<file path="src/sv/lmcd_pkg.sv">
package lmcd_pkg;

   localparam int MAX_DEVICES_DEF = 8;
   localparam int ROWS = 8;
   localparam int ROW_W = 3;
   localparam int COUNT_W = 4;

   localparam logic [3:0] REG_NOOP = 4'd0;
   localparam logic [3:0] REG_INTENSITY = 4'd10;
   localparam logic [3:0] REG_SCANLIMIT = 4'd11;
   localparam logic [3:0] REG_SHUTDOWN = 4'd12;
   localparam logic [7:0] LEFT_BIT = 8'h80;
   localparam logic [7:0] SCAN_LIMIT_MAX = 8'd7;
   localparam logic [7:0] INTENSITY_MAX = 8'd15;

   typedef enum logic [2:0] {
      OP_SET_LED    = 3'd0,
      OP_SET_ROW    = 3'd1,
      OP_SET_COLUMN = 3'd2,
      OP_CLEAR      = 3'd3,
      OP_POWER_DOWN = 3'd4,
      OP_SCAN_LIMIT = 3'd5,
      OP_BRIGHTNESS = 3'd6,
      OP_UNUSED     = 3'd7
   } op_type;

   typedef enum logic [2:0] {
      UPC_IDLE,
      UPC_LED_RD,
      UPC_LED_MOD,
      UPC_SET_ROW,
      UPC_CLEAR,
      UPC_CTRL,
      UPC_FRAME
   } upc_type;

   typedef enum logic [1:0] {
      DSEL_MODIFY,
      DSEL_VALUE,
      DSEL_ZERO,
      DSEL_CTRL
   } dsel_type;

   typedef enum logic [1:0] {
      NXT_DISPATCH,
      NXT_GO,
      NXT_FRAME_LOOP
   } nxt_type;

   typedef struct packed {
      logic     rd_en;
      logic     wr_en;
      logic     load_data;
      dsel_type dsel;
      nxt_type  nxt;
      upc_type  target;
   } uword_type;

   function automatic uword_type ucode_rom(input upc_type step);
      uword_type uw;
      uw = '{rd_en: 1'b0, wr_en: 1'b0, load_data: 1'b0, dsel: DSEL_ZERO,
             nxt: NXT_DISPATCH, target: UPC_IDLE};
      unique case (step)
         UPC_IDLE: begin
            uw.nxt = NXT_DISPATCH;
         end
         UPC_LED_RD: begin
            uw.rd_en = 1'b1;
            uw.nxt = NXT_GO;
            uw.target = UPC_LED_MOD;
         end
         UPC_LED_MOD: begin
            uw.wr_en = 1'b1;
            uw.load_data = 1'b1;
            uw.dsel = DSEL_MODIFY;
            uw.nxt = NXT_GO;
            uw.target = UPC_FRAME;
         end
         UPC_SET_ROW: begin
            uw.wr_en = 1'b1;
            uw.load_data = 1'b1;
            uw.dsel = DSEL_VALUE;
            uw.nxt = NXT_GO;
            uw.target = UPC_FRAME;
         end
         UPC_CLEAR: begin
            uw.wr_en = 1'b1;
            uw.load_data = 1'b1;
            uw.dsel = DSEL_ZERO;
            uw.nxt = NXT_GO;
            uw.target = UPC_FRAME;
         end
         UPC_CTRL: begin
            uw.load_data = 1'b1;
            uw.dsel = DSEL_CTRL;
            uw.nxt = NXT_GO;
            uw.target = UPC_FRAME;
         end
         UPC_FRAME: begin
            uw.nxt = NXT_FRAME_LOOP;
         end
         default: begin
            uw.nxt = NXT_DISPATCH;
         end
      endcase
      return uw;
   endfunction

   function automatic upc_type entry_step(input op_type op);
      upc_type step;
      unique case (op) inside
         OP_SET_LED, OP_SET_COLUMN:                  step = UPC_LED_RD;
         OP_SET_ROW:                                 step = UPC_SET_ROW;
         OP_CLEAR:                                   step = UPC_CLEAR;
         OP_POWER_DOWN, OP_SCAN_LIMIT, OP_BRIGHTNESS: step = UPC_CTRL;
         default:                                    step = UPC_IDLE;
      endcase
      return step;
   endfunction

endpackage

</file>
<file path="src/sv/lmcd_if.sv">
interface lmcd_req_if;
   logic       valid;
   logic       ready;
   logic [2:0] opcode;
   logic [2:0] device;
   logic [2:0] row;
   logic [2:0] column;
   logic [7:0] value;
   logic       led_on;

   modport source (output valid, opcode, device, row, column, value, led_on, input ready);
   modport sink (input valid, opcode, device, row, column, value, led_on, output ready);
endinterface

interface lmcd_rsp_if;
   logic       valid;
   logic       ready;
   logic [3:0] reg_addr;
   logic [7:0] reg_data;
   logic       frame_end;
   logic       last;

   modport source (output valid, reg_addr, reg_data, frame_end, last, input ready);
   modport sink (input valid, reg_addr, reg_data, frame_end, last, output ready);
endinterface

interface lmcd_csr_if;
   logic       valid;
   logic       ready;
   logic [3:0] device_count;

   modport source (output valid, device_count, input ready);
   modport sink (input valid, device_count, output ready);
endinterface

</file>
<file path="src/sv/lmcd_ram.sv">
module lmcd_ram #(
   parameter int WIDTH = 8,
   parameter int DEPTH = 64
) (
   input  logic                     clock,
   input  logic                     wr_en,
   input  logic [$clog2(DEPTH)-1:0] wr_addr,
   input  logic [WIDTH-1:0]         wr_data,
   input  logic                     rd_en,
   input  logic [$clog2(DEPTH)-1:0] rd_addr,
   output logic [WIDTH-1:0]         rd_data
);

   logic [WIDTH-1:0] mem [DEPTH];

   always_ff @(posedge clock) begin
      if (wr_en) begin
         mem[wr_addr] <= wr_data;
      end
      if (rd_en) begin
         rd_data <= mem[rd_addr];
      end
   end

endmodule

</file>
<file path="src/sv/led_matrix_cascade_frame_driver.sv">
// A command is dispatched from idle; for each frame the data is then formed (after a read of
// the row shadow for set LED and set column) and one word is emitted per chip in the chain,
// holding while the response output stalls. Set row, set LED and control commands form one
// frame; set column and clear form one frame per row. Ignored commands return to idle.
// Reset is synchronous: the row shadow reads as zero through per-entry valid flags, so
// there is no clearing pass, and the chain length returns to eight.
module led_matrix_cascade_frame_driver
   import lmcd_pkg::*;
#(
   parameter int MAX_DEVICES = MAX_DEVICES_DEF
) (
   input logic      clock,
   input logic      reset,
   lmcd_req_if.sink   req_if,
   lmcd_rsp_if.source rsp_if,
   lmcd_csr_if.sink   csr_if
);

   localparam int DEPTH = MAX_DEVICES * ROWS;
   localparam int AW = $clog2(DEPTH);
   localparam int CHIP_W = (MAX_DEVICES > 1) ? $clog2(MAX_DEVICES) : 1;
   localparam logic [COUNT_W-1:0] MAX_COUNT = COUNT_W'(MAX_DEVICES);

   logic [COUNT_W-1:0] count_ff, count_in;
   logic [COUNT_W-1:0] eff_count;

   upc_type            upc_ff, upc_in;
   upc_type            loop_ff, loop_in;
   op_type             op_ff, op_in;
   logic [2:0]         dev_ff, dev_in;
   logic [ROW_W-1:0]   row_ff, row_in;
   logic [2:0]         col_ff, col_in;
   logic [7:0]         value_ff, value_in;
   logic               on_ff, on_in;
   logic               multi_ff, multi_in;
   logic [CHIP_W-1:0]  chip_ff, chip_in;
   logic [3:0]         reg_ff, reg_in;
   logic [7:0]         data_ff, data_in;
   logic [DEPTH-1:0]   valid_ff, valid_in;

   logic               rsp_valid_ff, rsp_valid_in;
   logic [3:0]         rsp_addr_ff, rsp_addr_in;
   logic [7:0]         rsp_data_ff, rsp_data_in;
   logic               rsp_fe_ff, rsp_fe_in;
   logic               rsp_last_ff, rsp_last_in;

   uword_type          uw;
   logic [AW-1:0]      addr;
   logic [7:0]         rd_data;
   logic [7:0]         cur_row;
   logic [7:0]         mask;
   logic               bit_on;
   logic [7:0]         new_data;
   logic [3:0]         new_reg;
   logic               accept;
   logic               ignore;
   op_type             req_op;
   logic               emit;
   logic               frame_done;
   logic               more_rows;
   logic               chip_hit;

   assign eff_count = (count_ff == '0 || count_ff > MAX_COUNT) ? MAX_COUNT : count_ff;
   assign addr = AW'({dev_ff, row_ff});
   assign req_op = op_type'(req_if.opcode);

   lmcd_ram #(
      .WIDTH(8),
      .DEPTH(DEPTH)
   ) u_shadow (
      .clock  (clock),
      .wr_en  (uw.wr_en),
      .wr_addr(addr),
      .wr_data(new_data),
      .rd_en  (uw.rd_en),
      .rd_addr(addr),
      .rd_data(rd_data)
   );

   // Control word and datapath outputs.
   always_comb begin
      uw = ucode_rom(upc_ff);
      accept = req_if.valid && req_if.ready;
      ignore = (COUNT_W'(req_if.device) >= eff_count) || (req_op == OP_UNUSED) ||
               (req_op == OP_SCAN_LIMIT && req_if.value > SCAN_LIMIT_MAX) ||
               (req_op == OP_BRIGHTNESS && req_if.value > INTENSITY_MAX);
      more_rows = multi_ff && (row_ff != ROW_W'(ROWS - 1));
      emit = (upc_ff == UPC_FRAME) && (!rsp_valid_ff || rsp_if.ready);
      frame_done = emit && (chip_ff == '0);
      chip_hit = (COUNT_W'(dev_ff) == COUNT_W'(chip_ff));

      cur_row = valid_ff[addr] ? rd_data : 8'd0;
      mask = LEFT_BIT >> col_ff;
      bit_on = (op_ff == OP_SET_COLUMN) ? value_ff[~row_ff] : on_ff;
      new_reg = 4'(row_ff) + 4'd1;
      new_data = 8'd0;
      case (uw.dsel)
         DSEL_MODIFY: new_data = bit_on ? (cur_row | mask) : (cur_row & ~mask);
         DSEL_VALUE:  new_data = value_ff;
         DSEL_ZERO:   new_data = 8'd0;
         DSEL_CTRL: begin
            case (op_ff)
               OP_POWER_DOWN: begin
                  new_reg = REG_SHUTDOWN;
                  new_data = on_ff ? 8'd0 : 8'd1;
               end
               OP_SCAN_LIMIT: begin
                  new_reg = REG_SCANLIMIT;
                  new_data = value_ff;
               end
               default: begin
                  new_reg = REG_INTENSITY;
                  new_data = value_ff;
               end
            endcase
         end
         default: new_data = 8'd0;
      endcase

      req_if.ready = (upc_ff == UPC_IDLE);
      csr_if.ready = 1'b1;
      rsp_if.valid = rsp_valid_ff;
      rsp_if.reg_addr = rsp_addr_ff;
      rsp_if.reg_data = rsp_data_ff;
      rsp_if.frame_end = rsp_fe_ff;
      rsp_if.last = rsp_last_ff;
   end

   // Step counter, operand and frame registers.
   always_comb begin
      upc_in = upc_ff;
      loop_in = loop_ff;
      op_in = op_ff;
      dev_in = dev_ff;
      row_in = row_ff;
      col_in = col_ff;
      value_in = value_ff;
      on_in = on_ff;
      multi_in = multi_ff;
      chip_in = chip_ff;
      reg_in = reg_ff;
      data_in = data_ff;
      valid_in = valid_ff;
      count_in = count_ff;

      if (csr_if.valid && csr_if.ready) begin
         count_in = csr_if.device_count;
      end

      unique case (uw.nxt)
         NXT_DISPATCH: begin
            if (accept) begin
               op_in = req_op;
               dev_in = req_if.device;
               col_in = req_if.column;
               value_in = req_if.value;
               on_in = req_if.led_on;
               multi_in = (req_op == OP_SET_COLUMN) || (req_op == OP_CLEAR);
               row_in = ((req_op == OP_SET_COLUMN) || (req_op == OP_CLEAR)) ? '0 : req_if.row;
               loop_in = entry_step(req_op);
               upc_in = ignore ? UPC_IDLE : entry_step(req_op);
            end
         end
         NXT_GO: begin
            upc_in = uw.target;
         end
         NXT_FRAME_LOOP: begin
            if (frame_done) begin
               if (more_rows) begin
                  row_in = row_ff + ROW_W'(1);
                  upc_in = loop_ff;
               end else begin
                  upc_in = UPC_IDLE;
               end
            end
         end
         default: begin
            upc_in = UPC_IDLE;
         end
      endcase

      if (uw.load_data) begin
         data_in = new_data;
         reg_in = new_reg;
         chip_in = CHIP_W'(eff_count - COUNT_W'(1));
      end
      if (uw.wr_en) begin
         valid_in[addr] = 1'b1;
      end
      if (emit && chip_ff != '0) begin
         chip_in = chip_ff - CHIP_W'(1);
      end
   end

   // Output word register.
   always_comb begin
      rsp_valid_in = rsp_valid_ff && !rsp_if.ready;
      rsp_addr_in = rsp_addr_ff;
      rsp_data_in = rsp_data_ff;
      rsp_fe_in = rsp_fe_ff;
      rsp_last_in = rsp_last_ff;
      if (emit) begin
         rsp_valid_in = 1'b1;
         rsp_addr_in = chip_hit ? reg_ff : REG_NOOP;
         rsp_data_in = chip_hit ? data_ff : 8'd0;
         rsp_fe_in = (chip_ff == '0);
         rsp_last_in = (chip_ff == '0) && !more_rows;
      end
   end

   always_ff @(posedge clock) begin
      if (reset) begin
         upc_ff <= UPC_IDLE;
         loop_ff <= UPC_IDLE;
         valid_ff <= '0;
         count_ff <= COUNT_W'(MAX_DEVICES_DEF);
         rsp_valid_ff <= 1'b0;
         chip_ff <= '0;
         multi_ff <= 1'b0;
      end else begin
         upc_ff <= upc_in;
         loop_ff <= loop_in;
         valid_ff <= valid_in;
         count_ff <= count_in;
         rsp_valid_ff <= rsp_valid_in;
         chip_ff <= chip_in;
         multi_ff <= multi_in;
      end
      op_ff <= op_in;
      dev_ff <= dev_in;
      row_ff <= row_in;
      col_ff <= col_in;
      value_ff <= value_in;
      on_ff <= on_in;
      reg_ff <= reg_in;
      data_ff <= data_in;
      rsp_addr_ff <= rsp_addr_in;
      rsp_data_ff <= rsp_data_in;
      rsp_fe_ff <= rsp_fe_in;
      rsp_last_ff <= rsp_last_in;
   end

   a_shadow_write_in_chain: assert property (
      @(posedge clock) disable iff (reset)
      uw.wr_en |-> (COUNT_W'(dev_ff) < eff_count))
      else $error("Row shadow written for a device outside the chain.");

   a_chip_in_chain: assert property (
      @(posedge clock) disable iff (reset)
      (upc_ff == UPC_FRAME) |-> (COUNT_W'(chip_ff) < eff_count))
      else $error("Frame word issued for a chip outside the chain.");

   a_row_advance: assert property (
      @(posedge clock) disable iff (reset)
      (frame_done && more_rows) |=> (row_ff == $past(row_ff) + ROW_W'(1)))
      else $error("Row counter did not advance after a frame.");

endmodule
</file>
<file path="src/flat_wrapper.sv">
// flat-port wrapper written by rule: the top's interface ports become plain ports
module led_matrix_cascade_frame_driver_flat import lmcd_pkg::*;
#(
   parameter int MAX_DEVICES = MAX_DEVICES_DEF
)
  (clock, reset, req_if_valid, req_if_opcode, req_if_device, req_if_row, req_if_column, req_if_value, req_if_led_on, req_if_ready, rsp_if_valid, rsp_if_reg_addr, rsp_if_reg_data, rsp_if_frame_end, rsp_if_last, rsp_if_ready, csr_if_valid, csr_if_device_count, csr_if_ready);
  lmcd_req_if req_if_i ();
  lmcd_rsp_if rsp_if_i ();
  lmcd_csr_if csr_if_i ();
  input logic clock;
  input logic reset;
  input wire logic [$bits(req_if_i.valid)-1:0] req_if_valid;
  input wire logic [$bits(req_if_i.opcode)-1:0] req_if_opcode;
  input wire logic [$bits(req_if_i.device)-1:0] req_if_device;
  input wire logic [$bits(req_if_i.row)-1:0] req_if_row;
  input wire logic [$bits(req_if_i.column)-1:0] req_if_column;
  input wire logic [$bits(req_if_i.value)-1:0] req_if_value;
  input wire logic [$bits(req_if_i.led_on)-1:0] req_if_led_on;
  output wire logic [$bits(req_if_i.ready)-1:0] req_if_ready;
  output wire logic [$bits(rsp_if_i.valid)-1:0] rsp_if_valid;
  output wire logic [$bits(rsp_if_i.reg_addr)-1:0] rsp_if_reg_addr;
  output wire logic [$bits(rsp_if_i.reg_data)-1:0] rsp_if_reg_data;
  output wire logic [$bits(rsp_if_i.frame_end)-1:0] rsp_if_frame_end;
  output wire logic [$bits(rsp_if_i.last)-1:0] rsp_if_last;
  input wire logic [$bits(rsp_if_i.ready)-1:0] rsp_if_ready;
  input wire logic [$bits(csr_if_i.valid)-1:0] csr_if_valid;
  input wire logic [$bits(csr_if_i.device_count)-1:0] csr_if_device_count;
  output wire logic [$bits(csr_if_i.ready)-1:0] csr_if_ready;
  assign req_if_i.valid = req_if_valid;
  assign req_if_i.opcode = req_if_opcode;
  assign req_if_i.device = req_if_device;
  assign req_if_i.row = req_if_row;
  assign req_if_i.column = req_if_column;
  assign req_if_i.value = req_if_value;
  assign req_if_i.led_on = req_if_led_on;
  assign req_if_ready = req_if_i.ready;
  assign rsp_if_valid = rsp_if_i.valid;
  assign rsp_if_reg_addr = rsp_if_i.reg_addr;
  assign rsp_if_reg_data = rsp_if_i.reg_data;
  assign rsp_if_frame_end = rsp_if_i.frame_end;
  assign rsp_if_last = rsp_if_i.last;
  assign rsp_if_i.ready = rsp_if_ready;
  assign csr_if_i.valid = csr_if_valid;
  assign csr_if_i.device_count = csr_if_device_count;
  assign csr_if_ready = csr_if_i.ready;
  led_matrix_cascade_frame_driver #(.MAX_DEVICES(MAX_DEVICES)) u_core (.clock(clock), .reset(reset), .req_if(req_if_i), .rsp_if(rsp_if_i), .csr_if(csr_if_i));
endmodule
</file>
<file path="config.mk">
export PLATFORM = sky130hd
export DESIGN_NAME = led_matrix_cascade_frame_driver_flat
export DESIGN_NICKNAME = d
export VERILOG_FILES = /design/src/sv/lmcd_pkg.sv /design/src/sv/lmcd_if.sv /design/src/sv/lmcd_ram.sv /design/src/sv/led_matrix_cascade_frame_driver.sv /design/src/flat_wrapper.sv
export SDC_FILE = /design/constraint.sdc
export NUM_CORES = 1
export LEC_CHECK = 0
export ABC_AREA = 1
export CAP_MARGIN = 40
export CORE_MARGIN = 5
export CORE_UTILIZATION = 60
export DETAILED_ROUTE_END_ITERATION = 6
export DONT_BUFFER_PORTS = 1
export GPL_TIMING_DRIVEN = 0
export PLACE_DENSITY = 0.76
export SKIP_LAST_GASP = 1
export SLEW_MARGIN = 15
export SYNTH_ARGS = -nofsm -noshare
export SYNTH_HDL_FRONTEND = slang
export SYNTH_HIERARCHICAL = 1
export SYNTH_SLANG_ARGS = --single-unit
</file>
<file path="constraint.sdc">
create_clock -name clock -period 3.7 [get_ports clock]
set_input_delay 0.74 -clock clock [delete_from_list [all_inputs] [get_ports clock]]
set_output_delay 0.74 -clock clock [all_outputs]
set_load 0.01 [all_outputs]
</file>
==> Word-level counts from Yosys, hierarchy flattened <==
Memory sizes are Yosys's and may differ from the RTL's. A register that Yosys moved wholly into a read port is not among the register bits.
Index checks and enable logic that the tools add are counted.
{ "word_totals": {"inputBits": 30, "regBits": 126, "mem_count": 1, "out_inout_bits": 17, "ramBits": 512} }
{ "mem_list": {"columns": ["name", "depth", "width", "rd", "rd_clocked_by_memory_dff", "wr", "line_no", "rtl"], "rows": [
  ["u_core.u_shadow.mem", 64, 8, 1, 1, 1, "lmcd_ram.sv:14", "logic [WIDTH-1:0] mem [DEPTH];"]
]} }
{ "op_classes": {"reduce_logical": 36, "mux": 36, "add_sub_neg": 4, "bitwise": 5, "n_shift": 1, "magnitude_cmp": 7, "n_eq_ne": 26} }
{ "ops": {"columns": ["op", "n"], "rows": [
  ["$or A64 B64 Y64", 1],
  ["$pmux W8 S4", 1],
  ["$mux W3", 10],
  ["$eq A3 B3 Y1 const B", 9],
  ["$mux W8", 3],
  ["$pmux W3 S4", 2],
  ["$pmux W3 S2", 3],
  ["$eq A3 B2 Y1 const B", 5],
  ["$logic_and A1 B1 Y1", 10],
  ["$mux W1", 10],
  ["$logic_not A3 Y1", 3],
  ["$pmux W3 S3", 1],
  ["$and A8 B8 Y8", 1],
  ["$gt A8 B3 Y1 const B", 1],
  ["$gt A8 B4 Y1 const B", 1],
  ["$mux W4", 2],
  ["$not A8 Y8", 1],
  ["$or A8 B8 Y8", 1],
  ["$shr A8 B3 Y8 const A", 1],
  ["$lt A6 B7 Y1 const B", 1],
  ["$bmux W1 S6", 1],
  ["$demux W1 S6", 1],
  ["$eq A2 B2 Y1 const B", 3],
  ["$eq A3 B1 Y1 const B", 2],
  ["other kinds (26)", 41]
]} }

==> Depth between registers and ports, before layout <==
Gate-level depths: netlist (run 1).
{ "depth": {"word_depth": 10, "ltp_mapped": 15, "mapped_depth_nobuf": 12} }

==> Cells and area by module <==
The synthesis (run 1) kept the hierarchy.
{ "by_module_without_submodules": {"columns": ["mod", "instances", "area_per_inst_um2", "cells_per_inst"], "rows": [
  ["lmcd_ram", 1, 21419.3, 1805],
  ["led_matrix_cascade_frame_driver", 1, 5840.6, 758]
]} }

==> Least setup slack after synthesis (run 1) <==
OpenSTA, ideal clock, no wires.
{ "synth_timing": {"kind": "reg-to-reg", "start": "register u_core.dev_ff[0]", "end": "register u_core.data_ff[0] (data pin)", "path_slack_ps": 884, "arrival_ps": 2458, "path_buffers": 1, "path_stages_with_launch": 12, "period_less_slack_ps": 2816, "path_cell_list": "edfxtp_1 -> buf_2 -> inv_1 -> nor3_2 -> o21ai_0 -> nand2_1 -> nor2_1 -> nand2_1 -> nand2_1 -> nand2_1 -> nand2_1 -> nand2_1"} }
{ "synth_via": {"elab_chain_cells": 6, "elab_cells_between_ends": 7, "classes_between": "mux: 5; bitwise: 2"} }
{ "synth_rtl": {"columns": ["element", "line_no", "rtl"], "rows": [
  ["start, declared", "led_matrix_cascade_frame_driver.sv:30", "logic [2:0] dev_ff, dev_in;"],
  ["start signal, assigned", "led_matrix_cascade_frame_driver.sv:230", "dev_ff <= dev_in;"],
  ["$bmux W1 S6 *", "led_matrix_cascade_frame_driver.sv:92", "cur_row = valid_ff[addr] ? rd_data : 8'd0;"],
  ["$mux W1 (implied by the code) *", "led_matrix_cascade_frame_driver.sv:92", null],
  ["$mux W8 *", "led_matrix_cascade_frame_driver.sv:92", null],
  ["$and A8 B8 Y8 / $or A8 B8 Y8 (equally long branches)", "led_matrix_cascade_frame_driver.sv:98", "DSEL_MODIFY: new_data = bit_on ? (cur_row | mask) : (cur_row & ~mask);"],
  ["$mux W8 *", "led_matrix_cascade_frame_driver.sv:98", null],
  ["$pmux W8 S4 *", "led_matrix_cascade_frame_driver.sv:97", "case (uw.dsel)"],
  ["via u_core.new_data[0]", "led_matrix_cascade_frame_driver.sv:53", "logic [7:0] new_data;"],
  ["end signal, assigned", "led_matrix_cascade_frame_driver.sv:236", "data_ff <= data_in;"],
  ["end, declared", "led_matrix_cascade_frame_driver.sv:38", "logic [7:0] data_ff, data_in;"]
]} }
Mark *: on every way through the listed nets, which the timed path passes. The rest lies on a longest branch. The select of a mux whose other input is x is not followed.
A chain may end at the register's enable or synchronous reset.

==> Worst setup path in the final report (run 1) <==
{ "layout_timing": {"start": "register u_core.row_ff[2]", "end": "memory u_core.u_shadow.mem[8][4] (data pin)"} }
{ "layout_via": {"elab_chain_cells": 6, "elab_cells_between_ends": 11, "classes_between": "mux: 8; bitwise: 3"} }
{ "layout_rtl": {"columns": ["element", "line_no", "rtl"], "rows": [
  ["start, declared", "led_matrix_cascade_frame_driver.sv:31", "logic [ROW_W-1:0] row_ff, row_in;"],
  ["start signal, assigned", "led_matrix_cascade_frame_driver.sv:231", "row_ff <= row_in;"],
  ["$bmux W1 S6 / $not A3 Y3 (equally long branches)", "led_matrix_cascade_frame_driver.sv:92, led_matrix_cascade_frame_driver.sv:94", null],
  ["$mux W1 (implied by the code) / $bmux W1 S3 (equally long branches)", "led_matrix_cascade_frame_driver.sv:92, led_matrix_cascade_frame_driver.sv:94", null],
  ["$mux W8 / $mux W1 (equally long branches)", "led_matrix_cascade_frame_driver.sv:92, led_matrix_cascade_frame_driver.sv:94", null],
  ["$and A8 B8 Y8, or another cell as far along", "led_matrix_cascade_frame_driver.sv:98", null],
  ["$mux W8 *", "led_matrix_cascade_frame_driver.sv:98", null],
  ["$pmux W8 S4 *", "led_matrix_cascade_frame_driver.sv:97", null],
  ["via u_core.new_data[4]", "led_matrix_cascade_frame_driver.sv:53", null],
  ["end, declared", "lmcd_ram.sv:14", null]
]} }
Marked as above.

==> results of run 1 <==
flip-flops by register name (all words and copies together), names as in the netlist, 3 cells and up:
signal	count
u_core/row_ff	3
u_core/valid_ff	64
u_core/op_ff	3
u_core/count_ff	4
u_core/u_shadow/rd_data	8
u_core/chip_ff	3
u_core/u_shadow/mem	512
u_core/rsp_if.reg_data	8
u_core/value_ff	8
u_core/reg_ff	4
u_core/col_ff	3
u_core/rsp_if.reg_addr	4
u_core/upc_ff	3
u_core/data_ff	8
u_core/dev_ff	3
u_core/loop_ff	3
synth_stat cells, types with 12 or more instances:
library cell	count
o21ai_0	28
nor3_1	12
edfxtp_1	567
nor2_1	96
buf_4	17
clkbuf_1	25
nand3_1	486
buf_2	47
buf_6	35
dfxtp_1	79
nand2_1	861
inv_1	140
a21oi_1	89
final cells by class:
cell class / count / area share
Sequential cell: 646 / 0.609
Multi-Input combinational cell: 1635 / 0.240
Clock buffer: 91 / 0.0622
Buffer: 136 / 0.0300
Tap cell: 600 / 0.0246
Inverter: 146 / 0.0181
Timing Repair Buffer: 27 / 0.00917
Clock inverter: 25 / 0.00741
kinds of logic (layout without fill, tap and decap cells):
group / count (synthesis) / after routing / synth area share
buffers and inverters: 282 / 425 / 0.0540
AND/OR/NAND/NOR: 1488 / 1488 / 0.233
adder cells (fa/ha/maj): 7 / 7 / 0.00321
flip-flops: 646 / 646 / 0.683
other: 1 / 1 / 0.000138
AO/OA/AOI/OAI: 134 / 134 / 0.0257
XOR/XNOR: 5 / 5 / 0.00161
stage by stage:
stage	setup TNS, ns	instances	total power [mW]
after CTS	0	3300	23.5
final	0	3306	23.7
after floorplan	0	2563	14.1
after detailed placement	0	3184	17.0
after global placement	-532.39	3163	16.7
after global routing	0	3306	24.7
power by group through the flow:
stage	logic [mW]	registers (mW)	clock network, mW
6_report	8.18	8.98	6.53
5_1_grt	8.71	9.01	6.95
4_1_cts	7.91	8.99	6.59
3_5_place_dp	7.83	9.14	0
3_3_place_gp	7.51	9.21	0
2_1_floorplan	5.00	9.08	0
repair_timing:
| action | 4_1_cts | 5_1_grt |
|---|---|---|
| endpoints found under the setup margin | 0 | 194 |
| gates resized for setup | 0 | 3 |
| endpoints found under the hold margin | 0 | 0 |
metal layers:
metal | part of all wire | track usage
met2 | 0.47 | 0.473
met5 | 0 | 0
met3 | 0.12 | 0.0529
met4 | 0.042 | 0.123
met1 | 0.37 | 0.410
worst min-delay path by stage:
stage | startpoint | endpoint | slack, ns | depth (start not counted)
CTS | req_if_value[0] | u_core/value_ff[0] | 0.22 | 0
global route | req_if_value[6] | u_core/value_ff[6] | 0.23 | 0
finish | req_if_value[4] | u_core/value_ff[4] | 0.24 | 0
floorplan | u_core/loop_ff[2] | u_core/loop_ff[2] | 0.42 | 2
global placement | u_core/valid_ff[0] | u_core/valid_ff[0] | 0.44 | 2
detailed placement | u_core/valid_ff[5] | u_core/valid_ff[5] | 0.45 | 2
==> metrics.cfg, run 1 <==
[final_layout]
final_common_cell = nand2_1
n_antenna_cell = 0
final_area_um2 = 30600
fillerInstances = 3287
drive_above_1_share = 0.0953
fin_nets = 2696
final_cell_mix = nand2_1, edfxtp_1, nand3_1
seqCellArea_um2 = 18600
syn_to_final_growth_pct = 12.1
multi_input_area_um2 = 7330
finish.utilization = 0.677

[global_route]
grt_start_max_net_pins = 66
antenna_found_initial = 0
grt.overflow.total = 0
grt_pass1_vias = 18900
grt_pass1_wl_um = 112000
grt_use_total = 0.297

[route]
postRouteAntennaNets = 0
vias_per_cell = 6.02
route.detailed.drc = 0
drtPass1Iterations = 6
dr.first_iter.drc_count = 2997
vias = 19900
wl_per_cell_um = 22.8
wl_um = 75300

[power]
leakagePower_nw = 11.5
clkPwrFrac = 0.276
combPwrFrac = 0.345
pwr-share-seq = 0.379
p_sw_frac = 0.372
internal-power_mw = 14.9
powerDensity_nw_per_um2 = 775
switchingPower_mw = 8.83
irDropWorstVdd_uv = 706

[critical_path]
crit_buf_inv = 1
critical-path-max-stage-delay_ns = 0.63
cp_cell_sequence = nand2_1 -> clkinv_1 -> o211ai_1 -> nand2_1 -> o21ai_0 -> nand2_1 -> nor2_1 -> nand2_1 -> nand2_1 -> nand2_1 -> nand2_1 -> nand2_8
path_common_cell = nand2_1
r2r_slack_ns = 0.33
cp.depth = 12
critPathMaxFanout = 65
arrival_ns = 3.57
endpoint = u_core/u_shadow/mem[8][4]
startpoint_type = flop
cp_data_required_time_ns = 3.90
r2r-end = u_core/u_shadow/mem[8][4]
rr_startpoint = u_core/row_ff[2]
critPathKind = reg -> reg
cpMaxStageDelayCell = edfxtp_1
reg2reg_depth = 12
worst_path_dominant_cell_family = simple AND/OR/NAND/NOR gates
cp-end-kind = flop
critPathLaunch = u_core/row_ff[2]

[timing]
hold_ws_ns = 0.242
setup_viol = 0
period_needed_ns = 3.37
hold_viol = 0
slew-limit-headroom = 0.371
tightest_slew_ns = 0.940
post-route-period-util = 0.910
rsz0062_at_grt = false
fmax_mhz = 297
setup_slack_ns = 0.335
fin_skew_ns = 0.0226
maxSlewViolCount = 0

[synthesis]
synth_top_cell_by_area = edfxtp_1
synth-seq-cells = 646
synth_edf_count = 567
synth_top_area_frac = 0.625
yosysWarningCount = 6
syn-mean-instance-area_um2 = 10.6
synthDistinctLibCells = 35
synth_nets = 2600
synthTopCellsByArea = edfxtp_1, nand2_1, nand3_1, dfxtp_1, inv_1
syn_area_um2 = 27300
syn_inst = 2563
yosys_most_used_dff = edfxtp_1
yosysSeqAreaShare = 0.683
async_reset_ff_frac = 0

[floorplanning]
die_x_um = 223
die_h_um = 223
start_util = 0.603
io_pins = 47
dieArea_um2 = 49800
core_um2 = 45200
std_cell_rows = 78

[flow_run]
cap_violations = 0

[placed_design]
port_buffers = 0
place.gp.congestion = 0.933
hpwl_um = 50100
dp_slack_ns = 0.200
place_area_um2 = 28400

[clock_tree]
clkTransAtPathRegs_ns = 0.06
clockBufferDepth = 3
cts-root-buf = clkbuf_16
cts_buffers = 67
hold_buffers = 0
h-tree-depth = 3
cts_tree = yes
worstSkewPairLatency_ns = 0.59
post_cts_buffers = 0
cts.sinks = 646

[min_path]
hold_path.class = in -> reg

[run_status]
status = complete, no violations

(Power assumes the default switching activity.)
==> run 2, diff against run 1 <==
--- a/config.mk
+++ b/config.mk
@@ -8,11 +8,10 @@
 export ABC_AREA = 1
 export CAP_MARGIN = 40
 export CORE_MARGIN = 5
-export CORE_UTILIZATION = 60
+export CORE_UTILIZATION = 35
 export DETAILED_ROUTE_END_ITERATION = 6
 export DONT_BUFFER_PORTS = 1
 export GPL_TIMING_DRIVEN = 0
-export PLACE_DENSITY = 0.76
 export SKIP_LAST_GASP = 1
 export SLEW_MARGIN = 15
 export SYNTH_ARGS = -nofsm -noshare
==> constraint.sdc (replaced) <==
create_clock -name clock -period 3.7 [get_ports clock]
set_input_delay 0.185 -clock clock [delete_from_list [all_inputs] [get_ports clock]]
set_output_delay 0.185 -clock clock [all_outputs]
set_load 0.01 [all_outputs]
==> metrics.cfg, run 2 (same netlist as run 1, synthesis figures left out) <==
[route]
postRouteAntennaNets = 0
drtPass1Iterations = 5
drt-met1-wl_um = 32100
met3_length_um = 6660
route.met2.wl_um = 36800
vias_per_cell = 5.12
route.detailed.drc = 0
wl_um = 79000
vias = 19400
highest_layer = met4
dr.first_iter.drc_count = 2012
wl_per_cell_um = 20.8

[floorplanning]
core_um2 = 77300
die_h_um = 289
start_util = 0.352
dieArea_um2 = 83600
std_cell_rows = 102
die_x_um = 289
io_pins = 47

[global_route]
grt_use_total = 0.186
antenna_found_initial = 1
grt_start_max_net_pins = 66
grt_pass1_vias = 18300
grt_pass1_wl_um = 116000
grt.overflow.total = 0

[power]
p_sw_frac = 0.376
powerDensity_nw_per_um2 = 763
combPwrFrac = 0.345
leakagePower_nw = 11.8
internal-power_mw = 15.1
irDropWorstVdd_uv = 435
clkPwrFrac = 0.284
pwr-share-seq = 0.371
switchingPower_mw = 9.07

[final_layout]
syn_to_final_growth_pct = 16.2
fin_nets = 2743
drive_above_1_share = 0.103
finish.utilization = 0.410
final_common_cell = nand2_1
multi_input_area_um2 = 7330
regMostFlops = u_core/u_shadow/mem
final_cell_mix = nand2_1, edfxtp_1, nand3_1
largest_reg_flops = 512
final_area_um2 = 31700
top_regs = u_core/u_shadow/mem x512, u_core/valid_ff x64
n_antenna_cell = 0
fillerInstances = 7449
seqCellArea_um2 = 18600

[clock_tree]
clockBufferDepth = 3
cts_tree = yes
cts-root-buf = clkbuf_16
clkTransAtPathRegs_ns = 0.06
cts.sinks = 646
worstSkewPairLatency_ns = 0.61
cts_buffers = 70
h-tree-depth = 3

[flow_run]
cap_violations = 0

[critical_path]
critPathKind = reg -> reg
critical-path-max-stage-delay_ns = 0.66
cp_data_required_time_ns = 4.12
arrival_ns = 3.87
path_common_cell = nand2_1
r2r-end = u_core/u_shadow/mem[13][3]
cp_cell_sequence = buf_2 -> inv_1 -> nor3_2 -> o21ai_0 -> nand2_1 -> nor2_1 -> nand2_1 -> nand2_1 -> nand2_1 -> nand2_1 -> nand2_4 -> buf_12
critPathMaxFanout = 40
rr_startpoint = u_core/dev_ff[0]
cpMaxStageDelayCell = edfxtp_1
reg2reg_depth = 12
r2r_slack_ns = 0.25
startpoint_type = flop
cp-end-kind = flop

[min_path]
hp-start = req_if_value[5]
whs_path_depth = 7
min_to = u_core/upc_ff[2]
hold_path.class = in -> reg

[timing]
setup_slack_ns = 0.246
post-route-period-util = 0.933
setup_viol = 0
fin_skew_ns = 0.0202
slew-limit-headroom = 0.325
fmax_mhz = 290
tightest_slew_ns = 1.01
period_needed_ns = 3.45
maxSlewViolCount = 0
rsz0062_at_grt = false
hold_viol = 0

[placed_design]
port_buffers = 0
dp_slack_ns = 0.161
place.gp.congestion = 0.949
hpwl_um = 53700
place_area_um2 = 29100

[run_status]
status = complete, no violations

## run 2: cell count changes in the layout (fill, tap and decap cells not counted), sizes merged
cell         previous run  this run
buf                   138       153
clkinvlp                3         1
bufinv                  4         7
clkinv                 17        32
inv                   147       148
dlygate4sd3             0        29
clkbuf                116       106
## run 2: critical path, delay by kind of cell, from the launching register on
| kind | cells | cell delay, ns |
|---|---|---|
| AND/OR/NAND/NOR | 8 | 1.56 |
| AO/OA/AOI/OAI | 1 | 0.21 |
| buffers and inverters | 3 | 0.76 |
| flip-flops | 1 | 0.66 |
## run 2: timing repair
item | in CTS | in global routing
buffers inserted | 0 | 3
hold buffers | 29 | 0
resized for setup | 0 | 1
hold endpoints to repair | 44 | 0
setup endpoints to repair | 0 | 184
## run 2: per-layer routing
metal	global-route usage	vias to the layer above
met1	0.250	9328
li1	-	9079
met4	0.0772	0
met3	0.0304	176
met2	0.300	854
met5	0	-
## run 2: layout make-up
| cell class | count | area share |
|---|---|---|
| Inverter | 146 | 0.0175 |
| Sequential cell | 646 | 0.587 |
| Timing Repair Buffer | 71 | 0.0225 |
| Clock buffer | 81 | 0.0573 |
| Clock inverter | 42 | 0.0139 |
| Tap cell | 1040 | 0.0411 |
| Buffer | 136 | 0.0290 |
| Multi-Input combinational cell | 1635 | 0.231 |
## run 2: power by group through the flow
stage               Combinational, mW  Sequential (mW)  Clock, mW
detailed placement               8.13             9.15          0
global route                     8.97             9.00       7.30
CTS                              8.19             8.99       6.99
global placement                 7.87             9.25          0
floorplan                        5.00             9.08          0
finish                           8.33             8.98       6.86
## run 2: metrics by stage
step | setup TNS (ns) | total power [mW] | std cells | hold WS [ns]
2_1_floorplan | 0 | 14.1 | 2563 | 0.284
3_5_place_dp | 0 | 17.3 | 3638 | 0.284
3_3_place_gp | -738.34 | 17.1 | 3603 | 0.284
5_1_grt | 0 | 25.3 | 3797 | 0.126
4_1_cts | 0 | 24.2 | 3790 | 0.0335
6_report | 0 | 24.2 | 3797 | 0.0789
## run 2: worst max-delay path by stage
stage	from	endpoint	slack, ns	depth (start not counted)
6_report	u_core/dev_ff[0]	u_core/u_shadow/mem[13][3]	0.25	12
5_1_grt	u_core/row_ff[2]	u_core/u_shadow/mem[41][3]	0.03	13
4_1_cts	u_core/row_ff[1]	u_core/u_shadow/mem[56][7]	0.16	12
3_5_place_dp	u_core/row_ff[1]	u_core/u_shadow/mem[29][7]	0.16	12
3_3_place_gp	u_core/dev_ff[0]	u_core/u_shadow/mem[8][3]	-1.60	11
2_1_floorplan	u_core/dev_ff[0]	u_core/data_ff[0]	0.88	11
==> run 3, diff against run 2 <==
==> constraint.sdc (replaced) <==
create_clock -name clock -period 3.2 [get_ports clock]
set_input_delay 0.64 -clock clock [delete_from_list [all_inputs] [get_ports clock]]
set_output_delay 0.64 -clock clock [all_outputs]
set_load 0.01 [all_outputs]
==> metrics.cfg, run 3 (same netlist as run 1, synthesis figures left out) <==
[final_layout]
n_antenna_cell = 0
syn_to_final_growth_pct = 15.9
fin_nets = 2723
final_common_cell = nand2_1
drive_above_1_share = 0.112
top_regs = u_core/u_shadow/mem x512, u_core/valid_ff x64
largest_reg_flops = 512
regMostFlops = u_core/u_shadow/mem
final_cell_mix = nand2_1, edfxtp_1, nand3_1
fillerInstances = 7433

[power]
leakagePower_nw = 11.8
powerDensity_nw_per_um2 = 889
irDropWorstVdd_uv = 500

[clock_tree]
clockBufferDepth = 3
cts_tree = yes
cts_buffers = 70
cts.sinks = 646
hold_buffers = 0
worstSkewPairLatency_ns = 0.62
h-tree-depth = 3
cts-root-buf = clkbuf_16
clkTransAtPathRegs_ns = 0.06

[critical_path]
critPathKind = reg -> reg
critPathMaxFanout = 9
cp_cell_sequence = inv_1 -> ha_1 -> a31oi_2 -> inv_1 -> clkbuf_1 -> nand4_1 -> nor4_2 -> buf_4
r2r_slack_ns = -0.006
cpMaxStageDelayCell = nor4_2
path_common_cell = inv_1
rr_startpoint = u_core/upc_ff[2]
startpoint_type = flop
r2r-end = u_core/u_shadow/mem[54][0]
critical-path-max-stage-delay_ns = 0.76
reg2reg_depth = 8
cp_data_required_time_ns = 3.51
cp-end-kind = flop
arrival_ns = 3.52
critPathLaunch = u_core/upc_ff[2]

[timing]
rsz0062_at_grt = true
hold_ws_ns = 0.114
setup_tns_ns = -0.0217
setup_slack_ns = -0.00578
fin_skew_ns = 0.0281
tightest_slew_ns = 0.932
fmax_mhz = 312
hold_viol = 0
slew-limit-headroom = 0.378
setup_viol = 5
post-route-period-util = 1.00
maxSlewViolCount = 0
period_needed_ns = 3.21

[route]
vias = 19400
route.detailed.drc = 0
wl_per_cell_um = 21.0
wl_um = 79300
vias_per_cell = 5.13
postRouteAntennaNets = 0
drtPass1Iterations = 6
dr.first_iter.drc_count = 2034

[global_route]
met3_usage = 0.0327
grt_start_max_net_pins = 66
use_met1 = 0.248
grt_pass1_vias = 18200
grt_use_total = 0.186
antenna_found_initial = 3
top_usage_layer = met2
grt_pass1_wl_um = 115000
grt.overflow.total = 0
grt_util_met2 = 0.300

[placed_design]
port_buffers = 0
place.gp.congestion = 0.949
hpwl_um = 53700

[floorplanning]
io_pins = 47
start_util = 0.352
die_x_um = 289
core_um2 = 77300
dieArea_um2 = 83600
die_h_um = 289
std_cell_rows = 102

[min_path]
hp-start = req_if_device[1]
whs_path_depth = 0
min_to = u_core/dev_ff[1]
hold_path.class = in -> reg

[run_status]
status = finished, violations left
violations = negative setup slack

[flow_run]
cap_violations = 0

-- run 3: power breakdown --
part / total (mW) / leakage [nW] / internal (mW) / switching, mW
Sequential: 10.3 / 5.89 / 10.1 / 0.170
Clock: 7.94 / 1.11 / 4.65 / 3.28
Combinational: 9.81 / 4.80 / 2.70 / 7.12
-- run 3: routing by layer --
metal  routed length (um)  up-vias
met5                   27        -
met2                37000      852
met1                32100     9312
met4                 3380        4
li1                     -     9043
met3                 6770      169
-- run 3: worst max-delay path, delay by kind of cell (launching register included) --
family / cells / cell delay [ns]
AND/OR/NAND/NOR: 2 / 1.25
buffers and inverters: 4 / 0.92
flip-flops: 1 / 0.35
adder cells (fa/ha/maj): 1 / 0.22
AO/OA/AOI/OAI: 1 / 0.15
-- run 3: worst max path at each step --
stage                                       to  slack, ns  depth (start not counted)
detailed placement  u_core/u_shadow/mem[29][7]      -0.34                         12
global route        u_core/u_shadow/mem[49][1]      -0.17                          8
floorplan                    u_core/data_ff[0]       0.38                         11
global placement     u_core/u_shadow/mem[8][3]      -2.10                         11
CTS                 u_core/u_shadow/mem[62][5]       0.03                         16
finish              u_core/u_shadow/mem[54][0]     -0.006                          8
-- run 3: cell type report --
type                       count  area, um^2  share of cell area
sequential                   646       18600               0.589
clock inverter                42         442              0.0140
clock buffer                  81        1810              0.0574
tap                         1040        1300              0.0412
multi-input combinational   1636        7460               0.236
timing repair buffer          50         495              0.0157
inverter                     146         554              0.0175
buffer                       136         918              0.0291
-- run 3: timing repair --
| item | in CTS | in global routing |
|---|---|---|
| buffers inserted | 4 | 7 |
| cloned | 0 | 1 |
| endpoints found under the setup margin | 462 | 491 |
| resized for setup | 9 | 19 |
| pin swaps | 0 | 1 |
-- run 3: through the flow --
step           utilization  instance area [um^2]  power (mW)  instances  setup slack, ns
6_report             0.408                 31600        28.1       3777         -0.00578
5_1_grt              0.408                 31600        29.4       3777           -0.166
4_1_cts              0.406                 31400        28.0       3765           0.0308
3_5_place_dp         0.376                 29100        20.0       3638           -0.339
3_3_place_gp         0.369                 28600        19.8       3603            -2.10
2_1_floorplan            -                 27300        16.3       2563            0.384
